<file path="config.mk">
export PLATFORM = sky130hd
export DESIGN_NAME = ale_cell
export DESIGN_NICKNAME = d
export VERILOG_FILES = /design/src/hdl/bounded_array_list_engine_macros.svh /design/src/hdl/ale_pkg.sv /design/src/hdl/ale_cell.sv
export SDC_FILE = /design/constraint.sdc
export NUM_CORES = 1
export LEC_CHECK = 0
export BUFFER_PORTS_ARGS = -buffer_cell sky130_fd_sc_hd__buf_2
export CAP_MARGIN = 25
export CORE_AREA = 2 2 82 64
export DETAILED_ROUTE_END_ITERATION = 6
export DIE_AREA = 0 0 84 66
export HOLD_SLACK_MARGIN = 0.1
export PLACE_DENSITY = 0.75
export SKIP_CTS_REPAIR_TIMING = 1
export SLEW_MARGIN = 30
export SYNTH_ARGS = -nofsm -noshare
export SYNTH_HDL_FRONTEND = slang
export SYNTH_SLANG_ARGS = --single-unit
</file>
<file path="constraint.sdc">
create_clock -name i_clk -period 6.1 [get_ports i_clk]
set_input_delay 0.305 -clock i_clk [delete_from_list [all_inputs] [get_ports i_clk]]
set_output_delay 0.305 -clock i_clk [all_outputs]
set_load 0.005 [all_outputs]
</file>
<file path="src/hdl/bounded_array_list_engine_macros.svh">
// ----------------------------------------------------------------------------
// bounded array list engine assertion macros
// shared concurrent assertion wrappers, compiled out when ASSERT_OFF is set
// ----------------------------------------------------------------------------
`ifndef BOUNDED_ARRAY_LIST_ENGINE_MACROS_SVH
`define BOUNDED_ARRAY_LIST_ENGINE_MACROS_SVH

`ifndef ASSERT_OFF

`define ALE_ASSERT(lbl, clk, rst_n, prop, msg) \
    lbl: assert property (@(posedge clk) disable iff (!rst_n) prop) else $error(msg);

`define ALE_ASSERT_NEVER(lbl, clk, rst_n, prop, msg) \
    lbl: assert property (@(posedge clk) disable iff (!rst_n) !(prop)) else $error(msg);

`else

`define ALE_ASSERT(lbl, clk, rst_n, prop, msg)

`define ALE_ASSERT_NEVER(lbl, clk, rst_n, prop, msg)

`endif

`endif

</file>
<file path="src/hdl/ale_pkg.sv">
`timescale 1ns / 1ps
// ----------------------------------------------------------------------------
// ale_pkg
// shared types and constants of the bounded array list engine
// ----------------------------------------------------------------------------
package ale_pkg;

    localparam int DATA_W     = 32;
    localparam int OP_W       = 3;
    localparam int STATUS_W   = 2;
    localparam int SCAN_GROUP = 16;
    localparam int SG_W       = $clog2(SCAN_GROUP);

    typedef enum logic [OP_W-1:0] {
        OP_PUSH_BACK  = 3'd0,
        OP_POP_BACK   = 3'd1,
        OP_PUSH_FRONT = 3'd2,
        OP_POP_FRONT  = 3'd3,
        OP_INSERT     = 3'd4,
        OP_ERASE      = 3'd5,
        OP_FIND       = 3'd6
    } t_op;

    typedef enum logic [STATUS_W-1:0] {
        ST_OK    = 2'd0,
        ST_FULL  = 2'd1,
        ST_EMPTY = 2'd2,
        ST_RANGE = 2'd3
    } t_status;

    typedef enum logic {
        S_IDLE = 1'b0,
        S_SCAN = 1'b1
    } t_state;

    typedef struct packed {
        logic ins;
        logic del;
    } t_shift;

endpackage

</file>
<file path="src/hdl/ale_cell.sv">
`timescale 1ns / 1ps
// ----------------------------------------------------------------------------
// ale_cell
// one list slot: holds an entry, shifts from a neighbor, compares for find
// ----------------------------------------------------------------------------
module ale_cell
    import ale_pkg::*;
#(
    parameter int IDX   = 0,
    parameter int CNT_W = 7
) (
    input  logic              i_clk,
    input  t_shift            i_shift,
    input  logic [CNT_W-1:0]  i_pos,
    input  logic [CNT_W-1:0]  i_count,
    input  logic [DATA_W-1:0] i_value,
    input  logic [DATA_W-1:0] i_left,
    input  logic [DATA_W-1:0] i_right,
    output logic [DATA_W-1:0] o_data,
    output logic              o_match
);

    localparam logic [CNT_W-1:0] C_IDX = CNT_W'(IDX);

    logic [DATA_W-1:0] r_data;
    logic [DATA_W-1:0] n_data;

    always_comb begin
        n_data = r_data;
        priority if (i_shift.ins) begin
            if (C_IDX > i_pos) begin
                n_data = i_left;
            end else if (C_IDX == i_pos) begin
                n_data = i_value;
            end
        end else if (i_shift.del && (C_IDX >= i_pos)) begin
            n_data = i_right;
        end else begin
            n_data = r_data;
        end
    end

    always_ff @(posedge i_clk) begin
        r_data <= n_data;
    end

    assign o_data  = r_data;
    assign o_match = (C_IDX < i_count) && (r_data == i_value);

endmodule

</file>
== Word level (Yosys, flattened, before mapping) ==
Cells that the tools add are included.

* Magnitude comparators: 3
* Equality and inequality tests: 2
* Multiplexer cells: 4
* Reduce and logical (&&, ||, !) cells: 5

{| class="wikitable"
|+ Operator list
! operator !! count
|-
| $mux W32 || 4
|-
| $eq A32 B32 Y1 || 1
|-
| $ge A1 B7 Y1 const A || 1
|-
| $gt A1 B7 Y1 const A || 1
|-
| $logic_not A7 Y1 || 1
|-
| $lt A1 B7 Y1 const A || 1
|-
| $ne A3 B1 Y1 const B || 1
|-
| $logic_and A1 B1 Y1 || 2
|-
| $reduce_and A2 Y1 || 1
|-
| $reduce_bool A2 Y1 || 1
|}

* Flip-flop bits (word level): 32
* Input bits: 113
* Output and inout port bits: 33

== Longest topological paths before layout ==
* Word-level depth: 4
* Gate-level depth with buffers: 4
* Gate-level depth less buffers: 4

== Least setup slack after synthesis ==
OpenSTA, ideal clock, no wires.

* Kind: input port to flip-flop
* Start point: input i_shift[1] (netlist name)
* End point: register r_data[0] (netlist: o_data[0]) (enable)
* Data arrival time: 3902 ps
* Setup slack: 1693 ps
* Stages on the path: 4
* Path buffers: 2
* Cells stage by stage: clkbuf_1 -> buf_2 -> o21ai_0 -> nor4_1

* Cells in the longest elaborated chain, start to end: 2

{| class="wikitable"
|+ Ends and longest elaborated chain
! item !! line !! source
|-
| start: declaration || ale_cell.sv:13 || <nowiki>input t_shift i_shift,</nowiki>
|-
| $ne A3 B1 Y1 (no line) or $reduce_bool A2 Y1 (tied branches) || -- ||
|-
| $reduce_and A2 Y1 (no line) (*) || -- ||
|-
| end signal: assignment || ale_cell.sv:44 || <nowiki>r_data <= n_data;</nowiki>
|-
| end: declaration || ale_cell.sv:25 || <nowiki>logic [DATA_W-1:0] r_data;</nowiki>
|}

Every way passes the cells marked *; elsewhere a longest branch is shown, timed or not.
A chain may end at the register's enable or synchronous reset.

== Final worst setup path ==
* Start point: register r_data[30] (netlist: o_data[30])
* End point: output o_match

* Cells in the longest elaborated chain, start to end: 2

{| class="wikitable"
|+ Ends and longest elaborated chain
! item !! line !! source
|-
| $eq A32 B32 Y1 || ale_cell.sv:48 || <nowiki>assign o_match = (C_IDX < i_count) && (r_data == i_value);</nowiki>
|-
| $logic_and A1 B1 Y1 || ale_cell.sv:48 ||
|-
| end: declaration || ale_cell.sv:20 || <nowiki>output logic o_match</nowiki>
|}

No other way between the ends.

==> results.md <==
- Status: completed
- GR Overflow Total: 0
- Final Critical Period: 2200 ps
- Die ar.: 5540 µm²
- Initial antenna violation count: 0
- Final WL: 3940 µm
- Most area-hungry cell type in the Yosys netlist: edfxtp_1
- Vias/cell: 4.63
- Commonest non-fill, non-tap cell in the layout: buf_2
- Worst Path Required: 5790 ps
- Root Driver: clkbuf_8
- Final core utilization: 51.7%
- Clock transition at path regs: 60 ps
- Diodes inserted: 0
- Area Overhead vs Synth: 41.0%
- DR iter-0 viols: 54
- Worst min path class: in -> reg
- Die Width: 84 µm
- Total power divided by cell area: 188 nW/µm²
- Routed length per placed instance: 13.4 µm
- Ratio of cells with drive above 1 in the final layout: 66.7%
- Port-buffer cells: 113
- CTS Buf Count: 5
- Register area share after synthesis: 55.1%
- Synthesis Warnings: 0
- CTS sink cnt: 32
- Crit path kind: reg -> out
- Starting density of the core: 36.6%
- Top cells by area, synth: edfxtp_1 (55%), mux2_2 (21%), xor2_1 (14%)
- Mapped Cells: 116
- FF+latch count, synth: 32
- DP Wirelength: 3060 µm
- TNS Setup: 0 ps
- Post-DRT Antenna Nets: 0
- Post-Place Cell Area: 2380 µm²
- Final setup fails: 0
- Worst Path Max Fanout: 2
- Cell area after synthesis: 1740 µm²
- DRT Pass-1 Iters: 4
- DR vias: 1360
- Max-slew violations: 0
- Max IR drop VDD: 131 µV
- Synth top area share: 55.1%
- Avg Inst Size Synth: 15.0 µm²
- Vias in the first global route: 1415
- Slew headroom: 47.8%
- Fillcell total: 423
- Fmax: 455 MHz
- Synth cell types: 13
- CTS tree: done
- Largest net degree at the start of global routing: 34
- Commonest cells after routing, fill and taps aside: buf_2 (113), mux2_2 (32), edfxtp_1 (32)
- Post-route design area: 2460 µm²
- Aggregate global-route resource usage: 15.1%
- # IOs: 146
- Tcrit/Tclk final: 36.1%
- Post-layout nets: 346
- Worst Max-Slew Pin Slew: 783 ps
- Final RePlAce weighted congestion: 0.765
- Endpoint class of the critical path: output pin
- Worst Path Arrival: 1890 ps
- Clock buffer depth: 2
- Lkg Pwr: 1.04 nW
- Die H: 66 µm
- Multi-input gate area: 771 µm²
- Global-route wire length before repair: 6440 µm
- Sequential cell area: 961 µm²
- RSZ-0062 raised after global routing: false
- Site Rows: 22
- Post-Syn Nets: 229
- Core area: 4760 µm²
- DRC Markers: 0
- H-Tree Depth: 2
- Final Hold Fails: 0
- Setup crit start kind: flip-flop
- Max_cap viols: 0
- Max reg flops: 32
-- per-stage QoR --
stage / hold WS, ps / setup slack [ps] / total power, W / instances
after floorplan: 525 / 1690 / 0.000282 / 116
after global placement: 607 / 3960 / 0.000315 / 286
after detailed placement: 610 / 3980 / 0.000316 / 286
after CTS: 315 / 3840 / 0.000470 / 294
after global routing: 317 / 3640 / 0.000488 / 294
final: 327 / 3900 / 0.000462 / 294
-- cells by family (layout without fill, tap and decap cells) --
family	count (synthesis)	count (layout)	share of synthesized area, %
flip-flops	32	32	55.1
XOR/XNOR	32	32	16.1
multiplexers	32	32	20.7
AND/OR/NAND/NOR	14	14	5.95
buffers and inverters	4	122	1.08
AO/OA/AOI/OAI	2	2	1.15
-- synthesized netlist by cell type --
library cell  number
xor2_1            28
mux2_2            32
a2111oi_2          1
clkbuf_1           1
o21ai_0            1
nor4_2             3
nor3_1             1
nand4_1            2
buf_2              3
xnor2_1            4
nand3_1            1
nor4_1             7
edfxtp_1          32
-- routing by layer --
metal / vias up / global-route usage (%) / wire length (µm)
li1: 674 / - / -
met1: 605 / 19.0 / 1720
met2: 77 / 24.9 / 1770
met3: 4 / 4.74 / 409
met4: 0 / 5.44 / 31
met5: - / 0 / 0
-- where the power goes --
| part | internal [W] | switching, W | leakage (nW) |
|---|---|---|---|
| Sequential | 0.000245 | 0.000000698 | 0.288 |
| Clock | 0.0000793 | 0.0000713 | 0.0399 |
| Combinational | 0.0000399 | 0.0000254 | 0.714 |
| Total | 0.000364 | 0.0000975 | 1.04 |
-- critical path: stages (launching register included) --
cell and delay, ps:
edfxtp_1 420, xor2_1 170, nor4_1 320, nand4_1 200
a2111oi_2 340, buf_2 180
-- final cells by class --
type,instances,area share (%)
tap,60,3.05
timing repair buffer,114,23.3
sequential,32,39.1
clock buffer,7,3.10
multi-input combinational,80,31.3
clock inverter,1,0.153
-- worst paths after layout --
path / startpoint / endpoint / slack [ps] / cells after the start
hold / removal: i_right[15] / o_data[15]$_DFFE_PP_ / 330 / 2
setup / recovery: o_data[30]$_DFFE_PP_ / o_match / 3900 / 5
No activity file was read; power rests on OpenSTA's default activity.
