[src/hdl/bounded_array_list_engine_macros.svh]
// ----------------------------------------------------------------------------
// bounded array list engine assertion macros
// shared concurrent assertion wrappers, compiled out when ASSERT_OFF is set
// ----------------------------------------------------------------------------
`ifndef BOUNDED_ARRAY_LIST_ENGINE_MACROS_SVH
`define BOUNDED_ARRAY_LIST_ENGINE_MACROS_SVH

`ifndef ASSERT_OFF

`define ALE_ASSERT(lbl, clk, rst_n, prop, msg) \
    lbl: assert property (@(posedge clk) disable iff (!rst_n) prop) else $error(msg);

`define ALE_ASSERT_NEVER(lbl, clk, rst_n, prop, msg) \
    lbl: assert property (@(posedge clk) disable iff (!rst_n) !(prop)) else $error(msg);

`else

`define ALE_ASSERT(lbl, clk, rst_n, prop, msg)

`define ALE_ASSERT_NEVER(lbl, clk, rst_n, prop, msg)

`endif

`endif

[src/hdl/ale_pkg.sv]
`timescale 1ns / 1ps
// ----------------------------------------------------------------------------
// ale_pkg
// shared types and constants of the bounded array list engine
// ----------------------------------------------------------------------------
package ale_pkg;

    localparam int DATA_W     = 32;
    localparam int OP_W       = 3;
    localparam int STATUS_W   = 2;
    localparam int SCAN_GROUP = 16;
    localparam int SG_W       = $clog2(SCAN_GROUP);

    typedef enum logic [OP_W-1:0] {
        OP_PUSH_BACK  = 3'd0,
        OP_POP_BACK   = 3'd1,
        OP_PUSH_FRONT = 3'd2,
        OP_POP_FRONT  = 3'd3,
        OP_INSERT     = 3'd4,
        OP_ERASE      = 3'd5,
        OP_FIND       = 3'd6
    } t_op;

    typedef enum logic [STATUS_W-1:0] {
        ST_OK    = 2'd0,
        ST_FULL  = 2'd1,
        ST_EMPTY = 2'd2,
        ST_RANGE = 2'd3
    } t_status;

    typedef enum logic {
        S_IDLE = 1'b0,
        S_SCAN = 1'b1
    } t_state;

    typedef struct packed {
        logic ins;
        logic del;
    } t_shift;

endpackage

[src/hdl/ale_if.sv]
`timescale 1ns / 1ps
// ----------------------------------------------------------------------------
// ale command and response interfaces
// valid/ready channels carrying list commands and their results
// ----------------------------------------------------------------------------
interface ale_cmd_if #(
    parameter int CNT_W = 7
) ();
    logic               valid;
    logic               ready;
    logic [2:0]         op;
    logic [CNT_W-1:0]   position;
    logic signed [31:0] value;

    modport source (output valid, op, position, value, input ready);
    modport sink   (input valid, op, position, value, output ready);
endinterface

interface ale_rsp_if #(
    parameter int IDX_W = 6,
    parameter int CNT_W = 7
) ();
    logic             valid;
    logic             ready;
    logic [1:0]       status;
    logic             found;
    logic [IDX_W-1:0] match_index;
    logic [CNT_W-1:0] count_after;

    modport source (output valid, status, found, match_index, count_after, input ready);
    modport sink   (input valid, status, found, match_index, count_after, output ready);
endinterface

[src/hdl/ale_ctrl.sv]
`timescale 1ns / 1ps
// ----------------------------------------------------------------------------
// ale_ctrl
// command decode, count, shift control, find scan and result register
// ----------------------------------------------------------------------------
`include "bounded_array_list_engine_macros.svh"

module ale_ctrl
    import ale_pkg::*;
#(
    parameter int CAPACITY = 64
) (
    input  logic                               i_clk,
    input  logic                               i_rst_n,
    ale_cmd_if.sink                            i_cmd,
    ale_rsp_if.source                          o_rsp,
    input  logic [CAPACITY-1:0]                i_match,
    output t_shift                             o_shift,
    output logic [$clog2(CAPACITY+1)-1:0]      o_pos,
    output logic [$clog2(CAPACITY+1)-1:0]      o_count
);

    localparam int CNT_W = $clog2(CAPACITY + 1);
    localparam int IDX_W = $clog2(CAPACITY);
    localparam int NGRP  = (CAPACITY + SCAN_GROUP - 1) / SCAN_GROUP;
    localparam int NPAD  = NGRP * SCAN_GROUP;
    localparam int GRP_W = (NGRP > 1) ? $clog2(NGRP) : 1;

    t_state              r_state, n_state;
    logic [CNT_W-1:0]    r_count, n_count;
    logic [NPAD-1:0]     r_match, n_match;
    logic [GRP_W-1:0]    r_grp, n_grp;
    logic                r_out_valid, n_out_valid;
    t_status             r_out_status, n_out_status;
    logic                r_out_found, n_out_found;
    logic [IDX_W-1:0]    r_out_idx, n_out_idx;
    logic [CNT_W-1:0]    r_out_count, n_out_count;

    logic                w_ready;
    logic                w_fire;
    t_op                 w_op;
    logic                w_full;
    logic                w_empty;
    t_status             w_status;
    logic [SCAN_GROUP-1:0] w_bits;
    logic [SG_W-1:0]     w_enc;
    logic                w_hit;
    logic                w_last;
    logic [GRP_W+SG_W-1:0] w_idx_full;

    assign w_op    = t_op'(i_cmd.op);
    assign w_fire  = i_cmd.valid && w_ready;
    assign w_full  = (r_count == CNT_W'(CAPACITY));
    assign w_empty = (r_count == '0);

    // group priority encoder
    assign w_bits = r_match[r_grp*SCAN_GROUP +: SCAN_GROUP];
    always_comb begin
        w_enc = '0;
        for (int k = SCAN_GROUP - 1; k >= 0; k--) begin
            if (w_bits[k]) begin
                w_enc = SG_W'(k);
            end
        end
    end
    assign w_hit      = |w_bits;
    assign w_last     = (r_grp == GRP_W'(NGRP - 1));
    assign w_idx_full = {r_grp, w_enc};

    // next state
    always_comb begin
        n_state = r_state;
        unique case (r_state)
            S_IDLE: begin
                if (w_fire && (w_op == OP_FIND)) begin
                    n_state = S_SCAN;
                end
            end
            S_SCAN: begin
                if (w_hit || w_last) begin
                    n_state = S_IDLE;
                end
            end
            default: n_state = S_IDLE;
        endcase
    end

    // state outputs
    always_comb begin
        w_ready = 1'b0;
        unique case (r_state)
            S_IDLE:  w_ready = !r_out_valid || o_rsp.ready;
            S_SCAN:  w_ready = 1'b0;
            default: w_ready = 1'b0;
        endcase
    end

    // datapath next values
    always_comb begin
        n_count      = r_count;
        n_match      = r_match;
        n_grp        = r_grp;
        n_out_valid  = r_out_valid && !o_rsp.ready;
        n_out_status = r_out_status;
        n_out_found  = r_out_found;
        n_out_idx    = r_out_idx;
        n_out_count  = r_out_count;
        o_shift      = '0;
        o_pos        = '0;
        w_status     = ST_OK;
        if (w_fire) begin
            unique case (w_op)
                OP_PUSH_BACK: begin
                    if (w_full) begin
                        w_status = ST_FULL;
                    end else begin
                        o_shift.ins = 1'b1;
                        o_pos       = r_count;
                        n_count     = r_count + CNT_W'(1);
                    end
                end
                OP_POP_BACK: begin
                    if (w_empty) begin
                        w_status = ST_EMPTY;
                    end else begin
                        n_count = r_count - CNT_W'(1);
                    end
                end
                OP_PUSH_FRONT: begin
                    if (w_full) begin
                        w_status = ST_FULL;
                    end else begin
                        o_shift.ins = 1'b1;
                        n_count     = r_count + CNT_W'(1);
                    end
                end
                OP_POP_FRONT: begin
                    if (w_empty) begin
                        w_status = ST_EMPTY;
                    end else begin
                        o_shift.del = 1'b1;
                        n_count     = r_count - CNT_W'(1);
                    end
                end
                OP_INSERT: begin
                    priority if (w_full) begin
                        w_status = ST_FULL;
                    end else if (i_cmd.position > r_count) begin
                        w_status = ST_RANGE;
                    end else begin
                        o_shift.ins = 1'b1;
                        o_pos       = i_cmd.position;
                        n_count     = r_count + CNT_W'(1);
                    end
                end
                OP_ERASE: begin
                    priority if (w_empty) begin
                        w_status = ST_EMPTY;
                    end else if (i_cmd.position >= r_count) begin
                        w_status = ST_RANGE;
                    end else begin
                        o_shift.del = 1'b1;
                        o_pos       = i_cmd.position;
                        n_count     = r_count - CNT_W'(1);
                    end
                end
                default: begin
                    w_status = ST_OK;
                end
            endcase
            if (w_op == OP_FIND) begin
                n_match = NPAD'(i_match);
                n_grp   = '0;
            end else begin
                n_out_valid  = 1'b1;
                n_out_status = w_status;
                n_out_found  = 1'b0;
                n_out_idx    = '0;
                n_out_count  = n_count;
            end
        end else if (r_state == S_SCAN) begin
            n_grp = r_grp + GRP_W'(1);
            if (w_hit || w_last) begin
                n_out_valid  = 1'b1;
                n_out_status = ST_OK;
                n_out_found  = w_hit;
                n_out_idx    = w_hit ? IDX_W'(w_idx_full) : '0;
                n_out_count  = r_count;
            end
        end
    end

    always_ff @(posedge i_clk) begin
        if (!i_rst_n) begin
            r_state     <= S_IDLE;
            r_count     <= '0;
            r_out_valid <= 1'b0;
        end else begin
            r_state     <= n_state;
            r_count     <= n_count;
            r_out_valid <= n_out_valid;
        end
    end

    always_ff @(posedge i_clk) begin
        r_match      <= n_match;
        r_grp        <= n_grp;
        r_out_status <= n_out_status;
        r_out_found  <= n_out_found;
        r_out_idx    <= n_out_idx;
        r_out_count  <= n_out_count;
    end

    assign i_cmd.ready       = w_ready;
    assign o_count           = r_count;
    assign o_rsp.valid       = r_out_valid;
    assign o_rsp.status      = r_out_status;
    assign o_rsp.found       = r_out_found;
    assign o_rsp.match_index = r_out_idx;
    assign o_rsp.count_after = r_out_count;

    `ALE_ASSERT(a_count_bound, i_clk, i_rst_n, r_count <= CNT_W'(CAPACITY), "count above capacity")
    `ALE_ASSERT(a_count_needs_item, i_clk, i_rst_n, (r_count != $past(r_count)) |-> $past(w_fire), "count moved without an item")
    `ALE_ASSERT_NEVER(a_scan_with_result, i_clk, i_rst_n, (r_state == S_SCAN) && r_out_valid, "result pending during find scan")
    `ALE_ASSERT(a_found_ok, i_clk, i_rst_n, (r_out_valid && r_out_found) |-> (r_out_status == ST_OK), "found with bad status")

endmodule

[src/flat_wrapper.sv]
// flat-port wrapper written by rule: the top's interface ports become plain ports
module ale_ctrl_flat import ale_pkg::*;
#(
    parameter int CAPACITY = 64
)
  (i_clk, i_rst_n, i_match, o_shift, o_pos, o_count, i_cmd_valid, i_cmd_op, i_cmd_position, i_cmd_value, i_cmd_ready, o_rsp_valid, o_rsp_status, o_rsp_found, o_rsp_match_index, o_rsp_count_after, o_rsp_ready);
  ale_cmd_if i_cmd_i ();
  ale_rsp_if o_rsp_i ();
  input  logic i_clk;
  input  logic i_rst_n;
  input  logic [CAPACITY-1:0] i_match;
  output t_shift o_shift;
  output logic [$clog2(CAPACITY+1)-1:0] o_pos;
  output logic [$clog2(CAPACITY+1)-1:0] o_count;
  input wire logic [$bits(i_cmd_i.valid)-1:0] i_cmd_valid;
  input wire logic [$bits(i_cmd_i.op)-1:0] i_cmd_op;
  input wire logic [$bits(i_cmd_i.position)-1:0] i_cmd_position;
  input wire logic [$bits(i_cmd_i.value)-1:0] i_cmd_value;
  output wire logic [$bits(i_cmd_i.ready)-1:0] i_cmd_ready;
  output wire logic [$bits(o_rsp_i.valid)-1:0] o_rsp_valid;
  output wire logic [$bits(o_rsp_i.status)-1:0] o_rsp_status;
  output wire logic [$bits(o_rsp_i.found)-1:0] o_rsp_found;
  output wire logic [$bits(o_rsp_i.match_index)-1:0] o_rsp_match_index;
  output wire logic [$bits(o_rsp_i.count_after)-1:0] o_rsp_count_after;
  input wire logic [$bits(o_rsp_i.ready)-1:0] o_rsp_ready;
  assign i_cmd_i.valid = i_cmd_valid;
  assign i_cmd_i.op = i_cmd_op;
  assign i_cmd_i.position = i_cmd_position;
  assign i_cmd_i.value = i_cmd_value;
  assign i_cmd_ready = i_cmd_i.ready;
  assign o_rsp_valid = o_rsp_i.valid;
  assign o_rsp_status = o_rsp_i.status;
  assign o_rsp_found = o_rsp_i.found;
  assign o_rsp_match_index = o_rsp_i.match_index;
  assign o_rsp_count_after = o_rsp_i.count_after;
  assign o_rsp_i.ready = o_rsp_ready;
  ale_ctrl #(.CAPACITY(CAPACITY)) u_core (.i_clk(i_clk), .i_rst_n(i_rst_n), .i_cmd(i_cmd_i), .o_rsp(o_rsp_i), .i_match(i_match), .o_shift(o_shift), .o_pos(o_pos), .o_count(o_count));
endmodule
[config.mk]
export PLATFORM = sky130hd
export DESIGN_NAME = ale_ctrl_flat
export DESIGN_NICKNAME = d
export VERILOG_FILES = /design/src/hdl/ale_pkg.sv /design/src/hdl/ale_if.sv /design/src/hdl/ale_ctrl.sv /design/src/flat_wrapper.sv
export VERILOG_INCLUDE_DIRS = /design/src /design/src/hdl
export SDC_FILE = /design/constraint.sdc
export NUM_CORES = 1
export LEC_CHECK = 0
export BUFFER_PORTS_ARGS = -buffer_cell sky130_fd_sc_hd__buf_2
export CORE_ASPECT_RATIO = 1.4
export CORE_UTILIZATION = 30
export CTS_CLUSTER_DIAMETER = 40
export DETAILED_ROUTE_END_ITERATION = 12
export PLACE_DENSITY = 0.63
export SLEW_MARGIN = 20
export SYNTH_ARGS = -nofsm -noshare
export SYNTH_HDL_FRONTEND = slang
export SYNTH_SLANG_ARGS = --single-unit
[constraint.sdc]
create_clock -name i_clk -period 14.3 [get_ports i_clk]
set_input_delay 1.43 -clock i_clk [delete_from_list [all_inputs] [get_ports i_clk]]
set_output_delay 1.43 -clock i_clk [all_outputs]
set_load 0.02 [all_outputs]
==> After elaboration in Yosys (flattened, before gate mapping) <==
Cells that the tools add are included.
{ "word_totals": {"elab_cells": 117, "out_inout_bits": 34, "input_bits": 110, "ff_bits": 91} }
{ "classes": {"reduce_logical": 17, "mux": 74, "magnitude_cmp": 2, "bitwise_logic": 1, "shift": 1, "eq_ne": 10, "add_sub_neg": 3} }
{ "op_table": {"columns": ["op", "n"], "rows": [
  ["$mux W7", 16],
  ["$mux W4", 16],
  ["$shiftx A64 B7 Y16", 1],
  ["$mux W6", 5],
  ["$pmux W7 S4", 1],
  ["$mux W2", 13],
  ["$pmux W7 S3", 1],
  ["$mux W1", 17],
  ["$reduce_or A16 Y1", 1],
  ["$eq A3 B3 Y1 const B", 3],
  ["$pmux W1 S2", 4],
  ["$pmux W2 S4", 1],
  ["$add A7 B1 Y7 const B", 1],
  ["$eq A7 B7 Y1 const B", 1],
  ["$ge A7 B7 Y1", 1],
  ["$gt A7 B7 Y1", 1],
  ["$logic_not A7 Y1", 1],
  ["$sub A7 B1 Y7 const B", 1],
  ["$eq A3 B2 Y1 const B", 2],
  ["$ne A2 B2 Y1 const B", 2],
  ["$reduce_and A2 Y1", 2],
  ["$reduce_bool A2 Y1", 2],
  ["$reduce_or A2 Y1", 2],
  ["$eq A3 B1 Y1 const B", 1],
  ["other kinds (8)", 12]
]} }

==> Logic depth before layout (Yosys ltp) <==
Gate-level depths: netlist (run 1).
{ "depth": {"depth_word": 21, "depth_mapped": 10, "ltp_nobuf": 9} }

==> Worst setup path after synthesis (run 1) <==
No wires, ideal clock.
{ "synth_timing": {"kind": "input to register", "startpoint": "input i_cmd_valid", "endpoint": "register u_core.r_grp[0], enable pin", "path_buffers": 0, "path_slack_ps": 7226, "t_required_ps": 13984, "t_arrival_ps": 6758, "setup_time_ps": 316, "path_stages": 4, "path_cell_list": "nor2b_1 -> nand2_1 -> nor3_1 -> or2_2"} }
{ "synth_between": {"elab_chain_cells": 3, "elab_cells_between_ends": 4, "cone_classes": "eq/ne: 1; reduce/logical: 3"} }
{ "synth_lines": {"columns": ["item", "line", "rtl"], "rows": [
  ["from (decl)", "flat_wrapper.sv:15", "input wire logic [$bits(i_cmd_i.valid)-1:0] i_cmd_valid;"],
  ["$logic_and A1 B1 Y1 *", "ale_ctrl.sv:52", "assign w_fire = i_cmd.valid && w_ready;"],
  ["$ne A2 B2 Y1 (no source line) / $reduce_bool A2 Y1 (equally long branches)", null, null],
  ["$reduce_and A2 Y1 (no source line) *", null, null],
  ["to (signal assigned)", "ale_ctrl.sv:207", "r_grp <= n_grp;"],
  ["to (decl)", "ale_ctrl.sv:32", "logic [GRP_W-1:0] r_grp, n_grp;"]
]} }
Mark *: on every way between the ends. The rest lies on a longest branch, timed or not.
A chain may end at the register's enable or synchronous reset.

==> Final worst setup path (run 1) <==
{ "layout_timing": {"startpoint": "input i_cmd_position[0]", "endpoint": "output o_pos[2]"} }
{ "layout_between": {"elab_chain_cells": 5, "elab_cells_between_ends": 8, "cone_classes": "order compare: 2; mux: 6"} }
{ "layout_lines": {"columns": ["item", "line", "rtl"], "rows": [
  ["from (decl)", "flat_wrapper.sv:17", "input wire logic [$bits(i_cmd_i.position)-1:0] i_cmd_position;"],
  ["$ge A7 B7 Y1 / $gt A7 B7 Y1 (equally long branches)", "ale_ctrl.sv:159, ale_ctrl.sv:148", null],
  ["$mux W7, on equally long branches", "ale_ctrl.sv:159, ale_ctrl.sv:148", null],
  ["$mux W7, on equally long branches", "ale_ctrl.sv:157, ale_ctrl.sv:146", null],
  ["$pmux W7 S3 *", "ale_ctrl.sv:112", "unique case (w_op)"],
  ["$mux W7 *", "ale_ctrl.sv:111", "if (w_fire) begin"],
  ["to (decl)", "flat_wrapper.sv:13", "output logic [$clog2(CAPACITY+1)-1:0] o_pos;"]
]} }
Marks and branches as above.

==> impl_metrics.tcl, run 1 <==
set metrics [dict create \
    synth_seq_area_share_pct 57.9 \
    synth-main-ff-cell "sky130_fd_sc_hd__edfxtp_1" \
    crit_path_max_fanout 6 \
    core-area_um2 14900 \
    numCtsBuffers 9 \
    vias_after_detailed_routing 3327 \
    cp-end-kind "output port" \
    overflow 0 \
    final_period_minus_worst_setup_slack_ns 5.26 \
    postRouteAntennaNets 0 \
    async_reset_ff_share_pct 0 \
    min_delay_worst_endpoint "u_core.r_state$_SDFF_PN0_" \
    synth_cells 348 \
    ys_top_cells_by_count "82 x sky130_fd_sc_hd__edfxtp_1, 34 x sky130_fd_sc_hd__nand2_1, 19 x sky130_fd_sc_hd__a21oi_1, 17 x sky130_fd_sc_hd__nor2_1, 14 x sky130_fd_sc_hd__inv_1" \
    cts.repair.resized 0 \
    final_hold_violating_endpoints 0 \
    worst_r2r_end "u_core.o_rsp.count_after[2]$_DFFE_PP_" \
    final.fill_count 1477 \
    post_route_setup_tns_ns 0 \
    final_layout_size_suffix_gt1_share_pct 34.3 \
    insertedDiodeCount 0 \
    cts_hold_buffers 0 \
    critical-path-top-cell-by-count "sky130_fd_sc_hd__buf_2" \
    hold_class "flip-flop to flip-flop" \
    crit_type "input port to output port" \
    max_cap_violations 0 \
    clock_sink_count 91 \
    initial_utilization_pct 30.6 \
    ir_worst_vdd_uv 67.7 \
    leakagePower_uw 0.00213 \
    timing.slew.headroom_pct 33.4 \
    antenna_found_initial 0 \
    yosysTopAreaCell "sky130_fd_sc_hd__edfxtp_1" \
    cts.root.buffer_cell "sky130_fd_sc_hd__clkbuf_16" \
    drc_errors 0 \
    critPathLaunchType "input port" \
    grt_start_max_net_pins 67 \
    max_freq_mhz 190 \
    cts_tree "built" \
    post_synth.cell_area_avg_um2 13.1 \
    grt_pass1_vias 3346 \
    finalWeightedCongestion 0.853 \
    worstSkewPairLatency_ns 0.34 \
    hold_depth 2 \
    register_area_um2 2640 \
    buffer_ports.inserted 111 \
    synth.top_cell.area_share_pct 53.9 \
    multiInputGateArea_um2 1790 \
    dp.final_hpwl_um 8590 \
    cts_htree_levels 3 \
    holdCritStartpoint "u_core.r_state$_SDFF_PN0_" \
    register_bit_count_reported_by_yosys 91 \
    ioPinCount 144 \
    synthDistinctLibCells 62 \
    synth_area_leaders "sky130_fd_sc_hd__edfxtp_1 54%, sky130_fd_sc_hd__mux4_2 6.4%, sky130_fd_sc_hd__dfxtp_1 3.9%" \
    track_usage_pct 14.6 \
    cts_setup_buffers 0 \
    pwr_density_cell_nw_per_um2 107 \
    critical_path.top_delay_family "compound AO/OA/AOI/OAI gates" \
    yosys.cell_count.top_type "sky130_fd_sc_hd__edfxtp_1" \
    status "complete, no violations" \
    grt_first_pass_wirelength_um 17100 \
    die_height_um 148 \
    worst-endpoint-arrival_ns 3.83 \
    worst-slew-pin-transition_ns 0.992 \
    cp_num_buf_inv 3 \
    placement.setup.worst_slack_ns 9.06 \
    route.detailed.wl_per_inst_um 16.9 \
    r2r_slack_ns 11.25 \
    timing.critical_path.cells "buf_2 -> inv_1 -> ha_1 -> nand2b_1 -> a211o_1 -> a211oi_1 -> nor2_1 -> or3b_1 -> a21boi_1 -> buf_2" \
    yosysWarnings 0 \
    nNetsFinal 583 \
    worst-r2r-cell-count 8 \
    die-area_um2 15700 \
    dpl-instance-area_um2 5300 \
    critPathRequiredTime_ns 12.87 \
    setup_viol 0 \
    initialDrtViolationCount 151 \
    finalInstanceArea_um2 5590 \
    row_count 53 \
    drt-vias-per-instance 5.05 \
    max_stage_delay_ns 0.51 \
    floorplan.die.width_um 106 \
    firstDrtPassIters 4 \
    worstReg2RegStart "u_core.o_count[4]$_SDFFE_PN0P_" \
    total_power_uw 598 \
    net_count_after_synthesis 469 \
    clk_transition_reported_paths_ns 0.07 \
    rsz_0062_raised_after_global_routing "false" \
    edff_count_synth 82 \
    postLayoutSetupSlackWorst_ns 9.04 \
    area_growth_pct 22.6 \
    skew_ns 0.00570 \
    post_synth_instance_area_um2 4560 \
    final_core_utilization_pct 37.5 \
    slowest_stage "sky130_fd_sc_hd__a211oi_1" \
    drt_wl_total_um 11200 \
    tcrit_tclk_final_pct 36.8 \
    slew_viol_final 0 \
    cts_max_path_buffers 2 \
]
-- sequential cells by signal (all words and copies together) (netlist names) --
signal                    flops
u_core.o_count                7
u_core.o_rsp.status           2
u_core.o_rsp.valid            1
u_core.o_rsp.count_after      7
u_core.o_rsp.match_index      6
u_core.r_grp                  2
u_core.r_match               64
u_core.r_state                1
u_core.o_rsp.found            1
-- logic make-up after synthesis --
group	Yosys count	synth area share (%)
compound gates	83	13.1
xor+xnor	1	0.192
fa+ha+maj	11	3.02
buf+inv	24	2.93
flops	91	57.9
mux	16	8.14
simple gates	122	14.7
-- layer usage --
metal / track usage, % / vias up / routed length [um]
met2: 26.2 / 138 / 5830
met4: 7.50 / 0 / 362
met3: 2.60 / 20 / 642
met5: 0 / - / 0
met1: 16.3 / 1577 / 4330
li1: - / 1592 / -
-- cell type report --
cell class / count / share of cell area [%]
Multi-Input combinational cell: 233 / 32.1
Clock inverter: 7 / 1.25
Inverter: 14 / 0.939
Timing Repair Buffer: 113 / 10.2
Clock buffer: 9 / 4.03
Tap cell: 192 / 4.29
Sequential cell: 91 / 47.2
-- report_power, final --
| group | total (uW) | switching, uW | internal [uW] |
|---|---|---|---|
| logic | 66.6 | 40.8 | 25.8 |
| clock network | 229 | 106 | 122 |
| registers | 303 | 3.97 | 299 |
| total | 598 | 151 | 447 |
-- through the flow --
step / std cells / hold slack (ns)
global route: 659 / 0.625
finish: 659 / 0.569
floorplan: 348 / 0.484
detailed placement: 643 / 0.559
global placement: 643 / 0.550
CTS: 659 / 0.574
-- cell usage in the layout, fill, tap and decap left out, drive strengths merged, types with 5 or more instances in the layout --
master,synthesis,routed
buf,7,113
edfxtp,82,82
nand2,34,34
nor2,22,22
a21oi,19,19
inv,14,17
o21ai,16,16
mux4,16,16
nand3,12,12
nor3,12,12
ha,11,11
clkbuf,3,9
dfxtp,9,9
a31oi,6,6
and2,6,6
o211ai,5,5
a21boi,5,5
-- worst reg2reg max path, cell delays in order (launching register included) --
cell	delay, ns
sky130_fd_sc_hd__dfxtp_1	0.51
sky130_fd_sc_hd__inv_1	0.16
sky130_fd_sc_hd__ha_1	0.34
sky130_fd_sc_hd__a21oi_1	0.20
sky130_fd_sc_hd__o21ai_1	0.21
sky130_fd_sc_hd__o21ai_0	0.58
sky130_fd_sc_hd__o211ai_1	0.35
sky130_fd_sc_hd__o21ai_0	0.33
sky130_fd_sc_hd__nand3_1	0.11
-- worst max path at each step --
stage	start	endpoint	slack, ns	cells past startpoint
6_report	i_cmd_position[0]	o_pos[2]	9.04	10
5_1_grt	i_cmd_position[0]	o_pos[4]	8.93	10
4_1_cts	i_cmd_position[0]	o_pos[2]	9.06	10
3_5_place_dp	i_cmd_position[0]	o_pos[2]	9.06	10
2_1_floorplan	i_cmd_valid	u_core.r_grp[0]$_SDFFCE_PP0P_	7.23	4
3_3_place_gp	i_cmd_position[0]	o_pos[2]	9.06	10
Note: power is estimated with default switching activity, not from simulation.
==> run 2: changes to the inputs <==
Clock period 14.3 ns to 5.19 ns, I/O delays scaled along.
==> run 2 against run 1 <==
The flow now finishes with violations (design-rule violations); routed wire length shrank 1.5%; cell count grew 0.15%; register-to-register slack lost 9.1 ns; clock power grew to 2.7 times the previous value; cell area is essentially flat; sequential share of layout area is essentially flat; combinational power grew to 2.7 times the previous value; count of clock-buffer cells in the layout grew 1; critical path depth shrank 1; hold slack lost 0.22 ns; via count grew 0.72%; critical path type is now flip-flop to output port; largest power group unchanged; highest routed layer unchanged.
==> impl_metrics.tcl, run 2 (same netlist as run 1, synthesis figures left out) <==
set metrics [dict create \
    cts_max_path_buffers 2 \
    clk_transition_reported_paths_ns 0.07 \
    dp.final_hpwl_um 8460 \
    final_core_utilization_pct 37.5 \
    multiInputGateArea_um2 1800 \
    r2r_slack_ns 2.18 \
    initialDrtViolationCount 113 \
    leakagePower_uw 0.00213 \
    timing.slew.headroom_pct 35.4 \
    final_hold_violating_endpoints 0 \
    timing.critical_path.cells "inv_1 -> ha_1 -> a21oi_1 -> o21ai_1 -> a211oi_1 -> nor2_1 -> or3b_1 -> a21boi_1 -> buf_2" \
    cts_hold_buffers 0 \
    antenna_found_initial 1 \
    netSwitchingPower_uw 407 \
    slew_viol_final 0 \
    total_power_uw 1630 \
    power_report.internal_total_uw 1220 \
    switching_share_pct 25.0 \
    grt_start_max_net_pins 67 \
    slowest_stage "sky130_fd_sc_hd__a211oi_1" \
    setup_viol 0 \
    largest_reg_flops 64 \
    nNetsFinal 583 \
    crit_type "flip-flop to output port" \
    ioPinCount 144 \
    critPathLaunchType "flip-flop" \
    buffer_ports.inserted 111 \
    p_clk_share_pct 37.6 \
    worst-slew-pin-transition_ns 0.963 \
    overflow 0 \
    post_layout_nonfiller_instances 660 \
    cts.root.buffer_cell "sky130_fd_sc_hd__clkbuf_16" \
    drc_errors 4 \
    initial_utilization_pct 30.6 \
    clock_sink_count 91 \
    cp-end-kind "output port" \
    drt_wl_total_um 11000 \
    cts_htree_levels 3 \
    pwr_density_cell_nw_per_um2 292 \
    area_growth_pct 22.5 \
    post_route_setup_tns_ns 0 \
    register_area_um2 2640 \
    hold_class "input port to flip-flop" \
    rsz_0062_raised_after_global_routing "false" \
    worstSkewPairLatency_ns 0.34 \
    worst-endpoint-arrival_ns 3.34 \
    drt-vias-per-instance 5.08 \
    firstDrtPassIters 8 \
    grt_first_pass_wirelength_um 17500 \
    cts_setup_buffers 0 \
    comb_power_share_pct 11.2 \
    power.sequential.fraction_pct 51.1 \
    cts_tree "built" \
    grt_pass1_vias 3525 \
    status "finished, violations left" \
    tcrit_tclk_final_pct 74.4 \
    row_count 53 \
    largest_register "u_core.r_match" \
    final_layout_size_suffix_gt1_share_pct 34.0 \
    core-area_um2 14900 \
    layout_commonest_cell "sky130_fd_sc_hd__buf_2" \
    die-area_um2 15700 \
    max_stage_delay_ns 0.57 \
    numCtsBuffers 9 \
    postRouteAntennaNets 0 \
    finalWeightedCongestion 0.901 \
    track_usage_pct 14.6 \
    final_period_minus_worst_setup_slack_ns 3.86 \
    ir_worst_vdd_uv 226 \
    skew_ns 0.0107 \
    failed_checks "design-rule violations" \
    final_cell_mix "111 x sky130_fd_sc_hd__buf_2, 82 x sky130_fd_sc_hd__edfxtp_1, 34 x sky130_fd_sc_hd__nand2_1, 19 x sky130_fd_sc_hd__a21oi_1, 17 x sky130_fd_sc_hd__nor2_1" \
    max_freq_mhz 259 \
    die_height_um 148 \
    crit_path_max_fanout 7 \
    route.detailed.wl_per_inst_um 16.7 \
    floorplan.die.width_um 106 \
    max_cap_violations 0 \
    place_inst 643 \
    final.fill_count 1462 \
    vias_after_detailed_routing 3351 \
    cts.repair.resized 0 \
    critPathRequiredTime_ns 4.67 \
    final.hold.worst_slack_ns 0.352 \
]
## run 2: worst paths after layout
kind / start / cells after the start / to
setup / recovery: u_core.o_count[4]$_SDFFE_PN0P_ / 9 / o_pos[3]
hold / removal: i_match[1] / 1 / u_core.r_match[1]$_DFFE_PP_
setup reg to reg: u_core.o_count[4]$_SDFFE_PN0P_ / 8 / u_core.o_rsp.count_after[3]$_DFFE_PP_
hold reg to reg: u_core.r_state$_SDFF_PN0_ / 2 / u_core.r_state$_SDFF_PN0_
## run 2: final cells by class
cell class	count	share of cell area [%]
Antenna cell	1	0.0448
Clock buffer	10	4.09
Timing Repair Buffer	113	10.3
Inverter	14	0.940
Tap cell	192	4.30
Multi-Input combinational cell	233	32.2
Sequential cell	91	47.3
Clock inverter	6	0.850
## run 2: worst max-delay path: cells and delay by family, from the launching register on
family,cells,cell delay (ns)
AOI/OAI and AO/OA,4,1.12
DFF,1,0.53
buffers and inverters,2,0.36
adders and majority gates,1,0.34
and+or+nand+nor,2,0.65
## run 2: layer usage
layer | share of wire, % | up-vias | track usage, %
met3 | 6.1 | 25 | 3.17
met5 | 0 | - | 0
li1 | - | 1593 | -
met1 | 38 | 1602 | 15.4
met2 | 53 | 131 | 27.1
met4 | 3.0 | 0 | 6.94
## run 2: power groups by stage
stage	Clock, uW	Sequential (uW)	Combinational (uW)
2_1_floorplan	0	861	97.4
3_3_place_gp	0	851	180
3_5_place_dp	0	850	185
5_1_grt	655	837	202
6_report	614	834	183
4_1_cts	630	834	185
## run 2: stage by stage
step	setup slack [ns]	instance area [um^2]
floorplan	1.11	4570
global placement	1.77	5300
detailed placement	1.71	5310
CTS	1.38	5590
global route	1.10	5590
finish	1.33	5590
==> run 3: changes to the inputs <==
Settings changed: PLACE_DENSITY 0.63 to 0.65.
Clock period 5.19 ns to 3.5 ns, I/O delays scaled along.
==> run 3 against run 2 <==
The flow now finishes without violations; count of clock-buffer cells in the layout decreased by 1; register-to-register slack worse by 1.7 ns; largest cell class unchanged; clock power rose by 53%; sequential share of layout area decreased by 0.36 points; flip-flop and latch count unchanged; global-route usage about the same; combinational power grew 51%; hold slack worse by 0.17 ns; power increased by 50%; non-clock buffer count increased by 4; cell count rose by 0.45%.
==> impl_metrics.tcl, run 3 (same netlist as run 1, synthesis figures left out) <==
set metrics [dict create \
    buffer_ports.inserted 111 \
    largest_register "u_core.r_match" \
    worst-slew-pin-transition_ns 0.954 \
    hold_depth 1 \
    worst-endpoint-arrival_ns 2.92 \
    status "complete, no violations" \
    layout_commonest_cell "sky130_fd_sc_hd__buf_2" \
    max_freq_mhz 306 \
    max_cap_violations 0 \
    skew_ns 0.00941 \
    critical_path.top_delay_family "compound AO/OA/AOI/OAI gates" \
    worst_r2r_end "u_core.o_rsp.count_after[0]$_DFFE_PP_" \
    grt_first_pass_wirelength_um 17300 \
    crit_type "flip-flop to output port" \
    cp-end-kind "output port" \
    max_stage_delay_ns 0.50 \
    cp_num_buf_inv 2 \
    r2r_slack_ns 0.51 \
    drt-vias-per-instance 5.08 \
    clock_sink_count 91 \
    slew_viol_final 0 \
    core-area_um2 14900 \
    cts_htree_levels 3 \
    cts_setup_buffers 0 \
    hold_class "input port to flip-flop" \
    clk_transition_reported_paths_ns 0.07 \
    final.fill_count 1453 \
    post_route_setup_tns_ns 0 \
    placement.setup.worst_slack_ns 0.519 \
    timing.slew.headroom_pct 36.1 \
    worst-r2r-cell-count 8 \
    route.detailed.wl_per_inst_um 16.7 \
    dp.final_hpwl_um 8540 \
    overflow 0 \
    timing.critical_path.cells "inv_1 -> ha_1 -> a211o_1 -> a2111oi_2 -> a211oi_2 -> or3b_1 -> a21boi_1 -> buf_2" \
    drt_wl_total_um 11100 \
    antenna_found_initial 1 \
    worstReg2RegStart "u_core.o_count[1]$_SDFFE_PN0P_" \
    die_height_um 148 \
    initialDrtViolationCount 126 \
    largest_reg_flops 64 \
    crit_path_max_fanout 8 \
    final_hold_violating_endpoints 0 \
    ioPinCount 144 \
    setup_viol 0 \
    initial_utilization_pct 30.6 \
    track_usage_pct 14.6 \
    cts_tree "built" \
    final_period_minus_worst_setup_slack_ns 3.27 \
    cts.root.buffer_cell "sky130_fd_sc_hd__clkbuf_16" \
    grt_pass1_vias 3444 \
    critPathRequiredTime_ns 3.15 \
    tcrit_tclk_final_pct 93.4 \
    ir_worst_vdd_uv 332 \
    critPathLaunchType "flip-flop" \
    post_layout_nonfiller_instances 663 \
    numCtsBuffers 9 \
    cts_max_path_buffers 2 \
    holdCritStartpoint "i_match[12]" \
    rsz_0062_raised_after_global_routing "false" \
    firstDrtPassIters 5 \
    pwr_density_cell_nw_per_um2 435 \
    slowest_stage "sky130_fd_sc_hd__dfxtp_1" \
    final_cell_mix "111 x sky130_fd_sc_hd__buf_2, 82 x sky130_fd_sc_hd__edfxtp_1, 34 x sky130_fd_sc_hd__nand2_1, 18 x sky130_fd_sc_hd__a21oi_1, 17 x sky130_fd_sc_hd__nor2_1" \
    insertedDiodeCount 0 \
    leakagePower_uw 0.00216 \
    die-area_um2 15700 \
    drc_errors 0 \
    final_layout_size_suffix_gt1_share_pct 35.5 \
    grt_start_max_net_pins 65 \
    vias_after_detailed_routing 3371 \
    min_delay_worst_endpoint "u_core.r_match[12]$_DFFE_PP_" \
    place_inst 647 \
    postLayoutSetupSlackWorst_ns 0.231 \
    area_growth_pct 23.4 \
    worstSetupPathDepth 8 \
    row_count 53 \
    finalWeightedCongestion 0.904 \
    worstSkewPairLatency_ns 0.34 \
    floorplan.die.width_um 106 \
    nNetsFinal 587 \
    postRouteAntennaNets 0 \
]
## run 3: changes by cell type in the layout (fill, tap and decap cells not counted), moves of 2 or more
cell	change
sky130_fd_sc_hd__o21ai_2	+2
sky130_fd_sc_hd__inv_6	+2
sky130_fd_sc_hd__buf_4	+5
sky130_fd_sc_hd__clkinv_4	-2
sky130_fd_sc_hd__o21ai_1	-2
sky130_fd_sc_hd__inv_8	+2
## run 3: where the power goes
group	internal (uW)	total [uW]	leakage (uW)	switching [uW]
Sequential	1220	1230	0.000831	13.6
Combinational	107	277	0.00118	170
Clock	501	942	0.000145	441
Total	1830	2450	0.00216	625
## run 3: per-layer routing
layer	part of all wire, %	vias to the layer above	GRT usage (%)	wire, um
met3	7.9	13	4.14	880
met2	54	151	27.1	6010
met4	1.8	0	5.28	196
li1	-	1600	-	-
met5	0	-	0	0
met1	36	1607	15.5	4010
## run 3: stage by stage
stage                     power (uW)  hold slack (ns)  utilization, %  cell area (um^2)
after global routing            2550            0.166            37.8              5630
final                           2450            0.182            37.8              5630
after floorplan                 1420            0.449               -              4580
after global placement          1530            0.510            35.8              5340
after CTS                       2480            0.168            37.7              5620
after detailed placement        1540            0.524            35.8              5340
## run 3: what timing repair did
action                     in CTS  in global routing
setup endpoints to repair       0                  7
gates resized for setup         0                  3
hold buffers                    0                  0
## run 3: cell type report
type	instances	area, um^2	area share (%)
clock buffers	9	225	4.00
clock inverters	7	62.6	1.11
inverters	14	52.6	0.933
multi-input cells	233	1810	32.1
flip-flops and latches	91	2640	46.9
well taps	192	240	4.26
repair buffers	117	601	10.7
## run 3: worst max path at each step
stage,from,endpoint,slack [ns]
after floorplan,i_cmd_valid,u_core.r_grp[0]$_SDFFCE_PP0P_,0.62
after global placement,u_core.o_count[1]$_SDFFE_PN0P_,u_core.o_rsp.count_after[0]$_DFFE_PP_,0.52
after detailed placement,u_core.o_count[6]$_SDFFE_PN0P_,o_pos[2],0.52
after CTS,u_core.o_count[6]$_SDFFE_PN0P_,o_pos[2],0.14
after global routing,u_core.o_count[1]$_SDFFE_PN0P_,o_pos[2],0.01
final,u_core.o_count[1]$_SDFFE_PN0P_,o_pos[2],0.23
